### config.mk
export PLATFORM = sky130hd
export DESIGN_NAME = indicator_blink_controller
export DESIGN_NICKNAME = d
export VERILOG_FILES = /design/src/ibc_pkg.sv /design/src/ibc_prep.sv /design/src/ibc_core.sv /design/src/indicator_blink_controller.sv
export SDC_FILE = /design/constraint.sdc
export NUM_CORES = 2
export LEC_CHECK = 0
export BUFFER_PORTS_ARGS = -buffer_cell sky130_fd_sc_hd__buf_2
export CAP_MARGIN = 25
export CORE_MARGIN = 5
export CORE_UTILIZATION = 26
export CTS_BUF_LIST = sky130_fd_sc_hd__clkbuf_8
export DETAILED_ROUTE_END_ITERATION = 10
export PLACE_DENSITY = 0.51
export SYNTH_ARGS = -nofsm -noshare
export SYNTH_HDL_FRONTEND = slang
export SYNTH_SLANG_ARGS = --single-unit
### constraint.sdc
create_clock -name clk -period 11.8 [get_ports clk]
set_input_delay 1.18 -clock clk [delete_from_list [all_inputs] [get_ports clk]]
set_output_delay 1.18 -clock clk [all_outputs]
set_load 0.1 [all_outputs]
### src/ibc_pkg.sv
// Shared types and constants for the indicator blink controller.
package ibc_pkg;

  localparam int TIME_BITS    = 24;
  localparam int ELAPSED_BITS = TIME_BITS + 1;
  localparam int PCT_BITS     = 7;
  localparam int PROD_BITS    = TIME_BITS + PCT_BITS;
  localparam int RECIP_SHIFT  = PROD_BITS + 7;
  localparam int RECIP_BITS   = 32;
  localparam int QPROD_BITS   = PROD_BITS + RECIP_BITS;

  // ceil(2**RECIP_SHIFT / 100); exact floor division for PROD_BITS-wide values
  localparam logic [RECIP_BITS-1:0] RECIP_100 = 32'd2748779070;
  localparam logic [PCT_BITS-1:0]   PCT_MAX   = 7'd100;

  localparam logic [2:0] CMD_TICK   = 3'd0;
  localparam logic [2:0] CMD_STEADY = 3'd1;
  localparam logic [2:0] CMD_ON_FOR = 3'd2;
  localparam logic [2:0] CMD_BLINK  = 3'd3;
  localparam logic [2:0] CMD_STOP   = 3'd4;

  typedef struct packed {
    logic [2:0]          cmd;
    logic                level;
    logic [23:0]         duration;
    logic [23:0]         period;
    logic [PCT_BITS-1:0] on_percent;
  } in_item_t;

  typedef struct packed {
    logic logic_level;
    logic pin_level;
    logic timing_active;
  } out_item_t;

  typedef struct packed {
    logic [2:0]           cmd;
    logic                 level;
    logic [TIME_BITS-1:0] duration;
    logic [TIME_BITS-1:0] period;
    logic [TIME_BITS-1:0] on_ticks;
  } prep_item_t;

endpackage

### src/ibc_prep.sv
// Input register and blink on-time computation (product, then divide by 100).
module ibc_prep import ibc_pkg::*; (
  input  logic       clk,
  input  logic       rst_n,
  input  logic       in_valid,
  output logic       in_stall,
  input  in_item_t   in_data,
  output logic       b_valid,
  input  logic       b_ready,
  output prep_item_t b_item
);

  typedef struct packed {
    logic [2:0]           cmd;
    logic                 level;
    logic [TIME_BITS-1:0] duration;
    logic [TIME_BITS-1:0] period;
    logic [PROD_BITS-1:0] prod;
  } stage_a_t;

  stage_a_t   a_r, a_nxt;
  logic       a_valid_r;
  prep_item_t b_r, b_nxt;
  logic       b_valid_r;
  logic       a_ready;
  logic       b_load;
  logic [PCT_BITS-1:0]   pct_sat;
  logic [QPROD_BITS-1:0] qprod;

  assign b_load   = !b_valid_r || b_ready;
  assign a_ready  = !a_valid_r || b_load;
  assign in_stall = !a_ready;

  always_comb begin
    pct_sat      = (in_data.on_percent > PCT_MAX) ? PCT_MAX : in_data.on_percent;
    a_nxt.cmd      = in_data.cmd;
    a_nxt.level    = in_data.level;
    a_nxt.duration = in_data.duration;
    a_nxt.period   = in_data.period;
    a_nxt.prod     = PROD_BITS'(in_data.period) * PROD_BITS'(pct_sat);
  end

  always_comb begin
    qprod          = QPROD_BITS'(a_r.prod) * QPROD_BITS'(RECIP_100);
    b_nxt.cmd      = a_r.cmd;
    b_nxt.level    = a_r.level;
    b_nxt.duration = a_r.duration;
    b_nxt.period   = a_r.period;
    b_nxt.on_ticks = qprod[RECIP_SHIFT +: TIME_BITS];
  end

  always_ff @(posedge clk) begin
    if (!rst_n) begin
      a_valid_r <= 1'b0;
      b_valid_r <= 1'b0;
    end else begin
      if (a_ready) a_valid_r <= in_valid;
      if (b_load)  b_valid_r <= a_valid_r;
    end
  end

  always_ff @(posedge clk) begin
    if (a_ready && in_valid) a_r <= a_nxt;
    if (b_load && a_valid_r) b_r <= b_nxt;
  end

  assign b_valid = b_valid_r;
  assign b_item  = b_r;

endmodule

### src/ibc_core.sv
// Indicator state update and result register.
module ibc_core import ibc_pkg::*; (
  input  logic       clk,
  input  logic       rst_n,
  input  logic       item_valid,
  output logic       item_ready,
  input  prep_item_t item,
  input  logic       invert,
  output logic       out_valid,
  input  logic       out_stall,
  output out_item_t  out_data
);

  localparam logic [ELAPSED_BITS-1:0] ELAPSED_MAX = '1;

  logic                    led_r, led_nxt;
  logic                    next_lvl_r, next_lvl_nxt;
  logic [TIME_BITS-1:0]    timer_r, timer_nxt;
  logic                    running_r, running_nxt;
  logic [TIME_BITS-1:0]    on_ticks_r, on_ticks_nxt;
  logic [TIME_BITS-1:0]    off_ticks_r, off_ticks_nxt;
  logic                    blinking_r, blinking_nxt;
  logic                    limited_r, limited_nxt;
  logic [TIME_BITS-1:0]    limit_r, limit_nxt;
  logic [ELAPSED_BITS-1:0] elapsed_r, elapsed_nxt;
  logic                    out_valid_r;
  out_item_t               out_r, out_nxt;
  logic                    halt;
  logic                    fire;

  assign item_ready = !out_valid_r || !out_stall;
  assign fire       = item_valid && item_ready;

  always_comb begin
    led_nxt       = led_r;
    next_lvl_nxt  = next_lvl_r;
    timer_nxt     = timer_r;
    running_nxt   = running_r;
    on_ticks_nxt  = on_ticks_r;
    off_ticks_nxt = off_ticks_r;
    blinking_nxt  = blinking_r;
    limited_nxt   = limited_r;
    limit_nxt     = limit_r;
    elapsed_nxt   = elapsed_r;
    halt          = 1'b0;

    unique case (item.cmd)
      CMD_TICK: begin
        if (blinking_r && elapsed_r != ELAPSED_MAX) elapsed_nxt = elapsed_r + 1'b1;
        if (running_r) begin
          if (timer_r <= TIME_BITS'(1)) begin
            timer_nxt = '0;
            led_nxt   = next_lvl_r;
            if (blinking_r && limited_r && elapsed_nxt > ELAPSED_BITS'(limit_r)) begin
              halt = 1'b1;
            end else if (blinking_r) begin
              next_lvl_nxt = !next_lvl_r;
              timer_nxt    = next_lvl_r ? on_ticks_r : off_ticks_r;
            end else begin
              running_nxt = 1'b0;
            end
          end else begin
            timer_nxt = timer_r - 1'b1;
          end
        end
      end
      CMD_STEADY: begin
        halt    = 1'b1;
        led_nxt = item.level;
      end
      CMD_ON_FOR, CMD_BLINK, CMD_STOP: halt = 1'b1;
      default: ;
    endcase

    if (halt) begin
      running_nxt   = 1'b0;
      blinking_nxt  = 1'b0;
      limited_nxt   = 1'b0;
      limit_nxt     = '0;
      on_ticks_nxt  = '0;
      off_ticks_nxt = '0;
    end

    if (item.cmd == CMD_ON_FOR) begin
      led_nxt = 1'b1;
      if (item.duration != '0) begin
        next_lvl_nxt = 1'b0;
        timer_nxt    = item.duration;
        running_nxt  = 1'b1;
      end
    end

    if (item.cmd == CMD_BLINK) begin
      on_ticks_nxt  = item.on_ticks;
      off_ticks_nxt = item.period - item.on_ticks;
      limited_nxt   = item.duration != '0;
      limit_nxt     = item.duration;
      elapsed_nxt   = '0;
      blinking_nxt  = 1'b1;
      led_nxt       = 1'b1;
      next_lvl_nxt  = 1'b0;
      timer_nxt     = item.on_ticks;
      running_nxt   = 1'b1;
    end

    out_nxt.logic_level   = led_nxt;
    out_nxt.pin_level     = led_nxt ^ invert;
    out_nxt.timing_active = running_nxt;
  end

  always_ff @(posedge clk) begin
    if (!rst_n) begin
      led_r       <= 1'b0;
      next_lvl_r  <= 1'b0;
      timer_r     <= '0;
      running_r   <= 1'b0;
      on_ticks_r  <= '0;
      off_ticks_r <= '0;
      blinking_r  <= 1'b0;
      limited_r   <= 1'b0;
      limit_r     <= '0;
      elapsed_r   <= '0;
      out_valid_r <= 1'b0;
    end else begin
      if (fire) begin
        led_r       <= led_nxt;
        next_lvl_r  <= next_lvl_nxt;
        timer_r     <= timer_nxt;
        running_r   <= running_nxt;
        on_ticks_r  <= on_ticks_nxt;
        off_ticks_r <= off_ticks_nxt;
        blinking_r  <= blinking_nxt;
        limited_r   <= limited_nxt;
        limit_r     <= limit_nxt;
        elapsed_r   <= elapsed_nxt;
      end
      if (item_ready) out_valid_r <= item_valid;
    end
  end

  always_ff @(posedge clk) begin
    if (fire) out_r <= out_nxt;
  end

  assign out_valid = out_valid_r;
  assign out_data  = out_r;

endmodule

### src/indicator_blink_controller.sv
// Top level of the indicator blink controller.
//
// Input channel in_valid/in_stall/in_data carries one command per transaction:
// tick, steady level, on for a duration, blink, or stop. Every transaction
// produces exactly one result transaction on out_valid/out_stall/out_data with
// the logical level, the pin level and whether timing is pending.
// cfg_we/cfg_wdata writes the output inversion bit; write it only while idle.
// A result passes through the input, quotient and result registers in turn and is
// taken from the result register. Throughput: one transaction per cycle while out_stall
// is low, in the three-register pipeline (input register with the on-time product,
// quotient register after the divide-by-100 reciprocal multiply, result
// register holding the indicator state update).
// Reset clears the indicator state, the inversion bit and all valid flags.
// A stalled result holds; each stage keeps taking items while a stage ahead of
// it is empty, so in_stall rises only when every stage holds an item.
module indicator_blink_controller import ibc_pkg::*; (
  input  logic      clk,
  input  logic      rst_n,
  input  logic      in_valid,
  output logic      in_stall,
  input  in_item_t  in_data,
  output logic      out_valid,
  input  logic      out_stall,
  output out_item_t out_data,
  input  logic      cfg_we,
  input  logic      cfg_wdata
);

  logic       invert_r;
  logic       b_valid;
  logic       b_ready;
  prep_item_t b_item;

  always_ff @(posedge clk) begin
    if (!rst_n) begin
      invert_r <= 1'b0;
    end else if (cfg_we) begin
      invert_r <= cfg_wdata;
    end
  end

  ibc_prep u_prep (
    .clk      (clk),
    .rst_n    (rst_n),
    .in_valid (in_valid),
    .in_stall (in_stall),
    .in_data  (in_data),
    .b_valid  (b_valid),
    .b_ready  (b_ready),
    .b_item   (b_item)
  );

  ibc_core u_core (
    .clk        (clk),
    .rst_n      (rst_n),
    .item_valid (b_valid),
    .item_ready (b_ready),
    .item       (b_item),
    .invert     (invert_r),
    .out_valid  (out_valid),
    .out_stall  (out_stall),
    .out_data   (out_data)
  );

  a_reset_empty: assert property (@(posedge clk) !rst_n |=> !out_valid)
    else $error("result valid after reset");

  a_core_load: assert property (@(posedge clk) disable iff (!rst_n)
    b_valid && b_ready |=> out_valid)
    else $error("accepted item produced no result");

  a_link_hold: assert property (@(posedge clk) disable iff (!rst_n)
    b_valid && !b_ready |=> b_valid && $stable(b_item))
    else $error("prepared item changed while held");

  a_on_time: assert property (@(posedge clk) disable iff (!rst_n)
    b_valid |-> b_item.on_ticks <= b_item.period)
    else $error("blink on-time exceeds period");

endmodule

==> run metrics <==
number of vias per cell roughly 4.6; Post CTS Setup Buffer Count 0; Post-Syn Area 35,100 um2; worst path required time 12.20 ns; setup ws final a little over 4 ns; CTS Buffer Depth 3; Register-to-Register Path Depth 24; Area growth syn-to-layout 10.2%; top_reg_cell synth edfxtp_1; # hold bufs at CTS 0; CP startpoint kind flop; post-route insts no fill about 5,400; CTS tree yes; final-report max-slew violation count 0; synthesis-stage register bit count 292; total of max-cap violations 0; fill count around 14,000; IO buf count 69; routed len/inst 18.8 um; setup TNS 0 ns; Netlist cell types 78; Syn Inst Count 3,547; RSZ-0062 raised after global routing no; Reg clk slew, reported paths 0.06 ns; fin crit period 7.68 ns; 1st-pass router iterations 5; CP arrival 8.07 ns; Routed Antenna Nets 0; Placement Rows 134; Final nets about 4,600; core area roughly 130,000 um2; vias in the first global route between 20,000 and 30,000; Vias roughly 25,000; pin count of the biggest net entering global routing just under 70; Die H about 380 um; cell total after placement around 5,300; Routability Congestion slightly above 0.9; Starting DRT DRC Count ~1,500; CTS resizes 0; crit path max fanout 9; Final Hold Viols 0; Initial Utilization 26.2%; Die X 377 um; area post-placement around 37,000 um2; hold path depth 0; ys async rst share 0%; Fmax achieved ~130 MHz; post-route cell area between 30,000 and 40,000 um2; Syn Area/Cell between 9 and 10 um2; setup slack at placement between 3 and 4 ns; Reg2Reg Setup Slack 4.12 ns; CTS buffer count 52; Worst Max-Slew Pin Slew approximately 1.0 ns; drt total wl ~100 mm; first-pass GRT wire length around 160 mm; final setup vio count 0; layout cells sized above 1 between 5 and 6%; worst-skew pair later-pin latency 0.69 ns; clock sinks slightly below 300; Multi-input gate area 24,300 um2; Syn Nets approximately 4,600; sequential-to-total area share from yosys stat a little over a fifth; crit share post-route between 60% and 70%; DPL Wire Length 84.5 mm; register area between 7000 and 8000 um2; Overall Global Routing Usage 14.4%; initial antenna violation count 4; die area about 140,000 um2; Remaining DRCs 0; Layout Skew 0.0642 ns; # IOs 70; Hold Path Class flop to flop; status complete, no violations; H-tree depth 2; number of synthesized flops with an enable pin around 160; GRT Residual Overflow 0; Synth Warn # 0; Root Driver clkbuf_8; Setup CP Type flop to flop; Worst setup EP type flop; Max-slew headroom between 30% and 40%
-- through the flow --
stage	util, %	hold slack, ns
global placement	28.0	0.402
finish	28.9	0.411
global route	28.9	0.417
detailed placement	28.0	0.405
floorplan	-	0.400
CTS	28.9	0.411
-- flip-flops by register name (all words and copies together) (netlist names) --
name / flops
u_core.elapsed_r: 25
u_prep.b_valid: 1
u_prep.a_r: 83
u_core.on_ticks_r: 24
u_prep.b_item: 76
u_core.out_data: 3
u_core.off_ticks_r: 24
u_core.out_valid: 1
u_core.limited_r: 1
u_core.limit_r: 24
u_core.blinking_r: 1
u_core.timer_r: 24
u_core.running_r: 1
u_core.led_r: 1
u_core.next_lvl_r: 1
u_prep.a_valid_r: 1
invert_r: 1
-- layout make-up --
cell class	count	share of cell area, %
repair buffers	91	1.36
flip-flops and latches	292	19.3
inverters	810	7.87
diodes	2	0.0129
well taps	1768	5.72
multi-input cells	2362	62.8
clock inverters	40	1.02
clock buffers	54	1.92
-- cell families after synthesis --
kind of cell	share of synthesized area, %
fa+ha+maj	44.8
buf+inv	9.59
simple gates	10.2
compound gates	11.0
flops	21.3
xor+xnor	2.37
mux	0.771
-- synth_stat cells (34+ instances only) --
cell / count / area (um2)
xor2_1: 36 / 315
nor2_1: 102 / 383
o21ai_0: 102 / 510
edfxtp_1: 162 / 4860
dfxtp_1: 130 / 2600
nand3_1: 56 / 280
inv_1: 809 / 3040
nand2_1: 210 / 788
a21o_1: 58 / 435
a21oi_1: 134 / 671
nor2b_1: 34 / 213
a22o_1: 44 / 385
and2_1: 71 / 444
xnor2_1: 59 / 517
ha_1: 480 / 6010
fa_1: 484 / 9690
o21a_1: 36 / 270
nor3_1: 58 / 290
and3_1: 70 / 438
clkbuf_1: 71 / 267
-- worst max-delay path, cell delays in order, from the launching register on --
cell and delay [ns]:
edfxtp_1 0.69, inv_1 0.19, fa_1 0.59, inv_1 0.06, ha_1 0.23, fa_1 0.44
inv_1 0.10, fa_1 0.40, inv_1 0.09, fa_1 0.42, fa_1 0.47, fa_1 0.50
inv_1 0.06, fa_1 0.48, inv_1 0.04, ha_1 0.35, a211oi_1 0.28, o221ai_1 0.21
a211oi_1 0.46, a211o_1 0.26, a31oi_1 0.20, a31o_2 0.35, a31oi_1 0.27, o21ai_0 0.12
and2_1 0.17
-- per-layer routing --
| layer | vias to the layer above | wire, um | track usage [%] |
|---|---|---|---|
| met5 | - | 23 | 0 |
| met4 | 4 | 2810 | 3.70 |
| met3 | 142 | 5360 | 2.50 |
| met2 | 585 | 47600 | 23.9 |
| met1 | 12400 | 46400 | 19.4 |
| li1 | 11800 | - | - |
-- final timing paths --
| check | start | endpoint |
|---|---|---|
| hold reg to reg | u_prep.a_r[51] | u_prep.b_item[44] |
| setup / recovery | u_prep.a_r[1] | u_prep.b_item[18] |
| setup reg to reg | u_prep.a_r[1] | u_prep.b_item[18] |
| hold / removal | u_prep.a_r[51] | u_prep.b_item[44] |
-- cells in the final DEF (no fill, tap or decap), types with 15 or more instances in the layout --
master    count
inv_1       817
fa_1        484
ha_1        480
nand2_1     210
edfxtp_1    162
a21oi_1     134
dfxtp_1     130
o21ai_0     102
nor2_1      100
and2_1       71
and3_1       69
buf_2        69
xnor2_1      59
nor3_1       58
a21o_1       58
nand3_1      56
clkbuf_8     54
a22o_1       44
o21a_1       36
xor2_1       36
nor2b_1      32
mux2i_1      27
nand4_1      25
o211ai_1     22
a211oi_1     22
buf_4        20
a31oi_1      19
nor4_1       16
a21boi_0     15
Power is not shown: default switching activity piles up to over one toggle a cycle in this logic, so the estimate is an artifact.
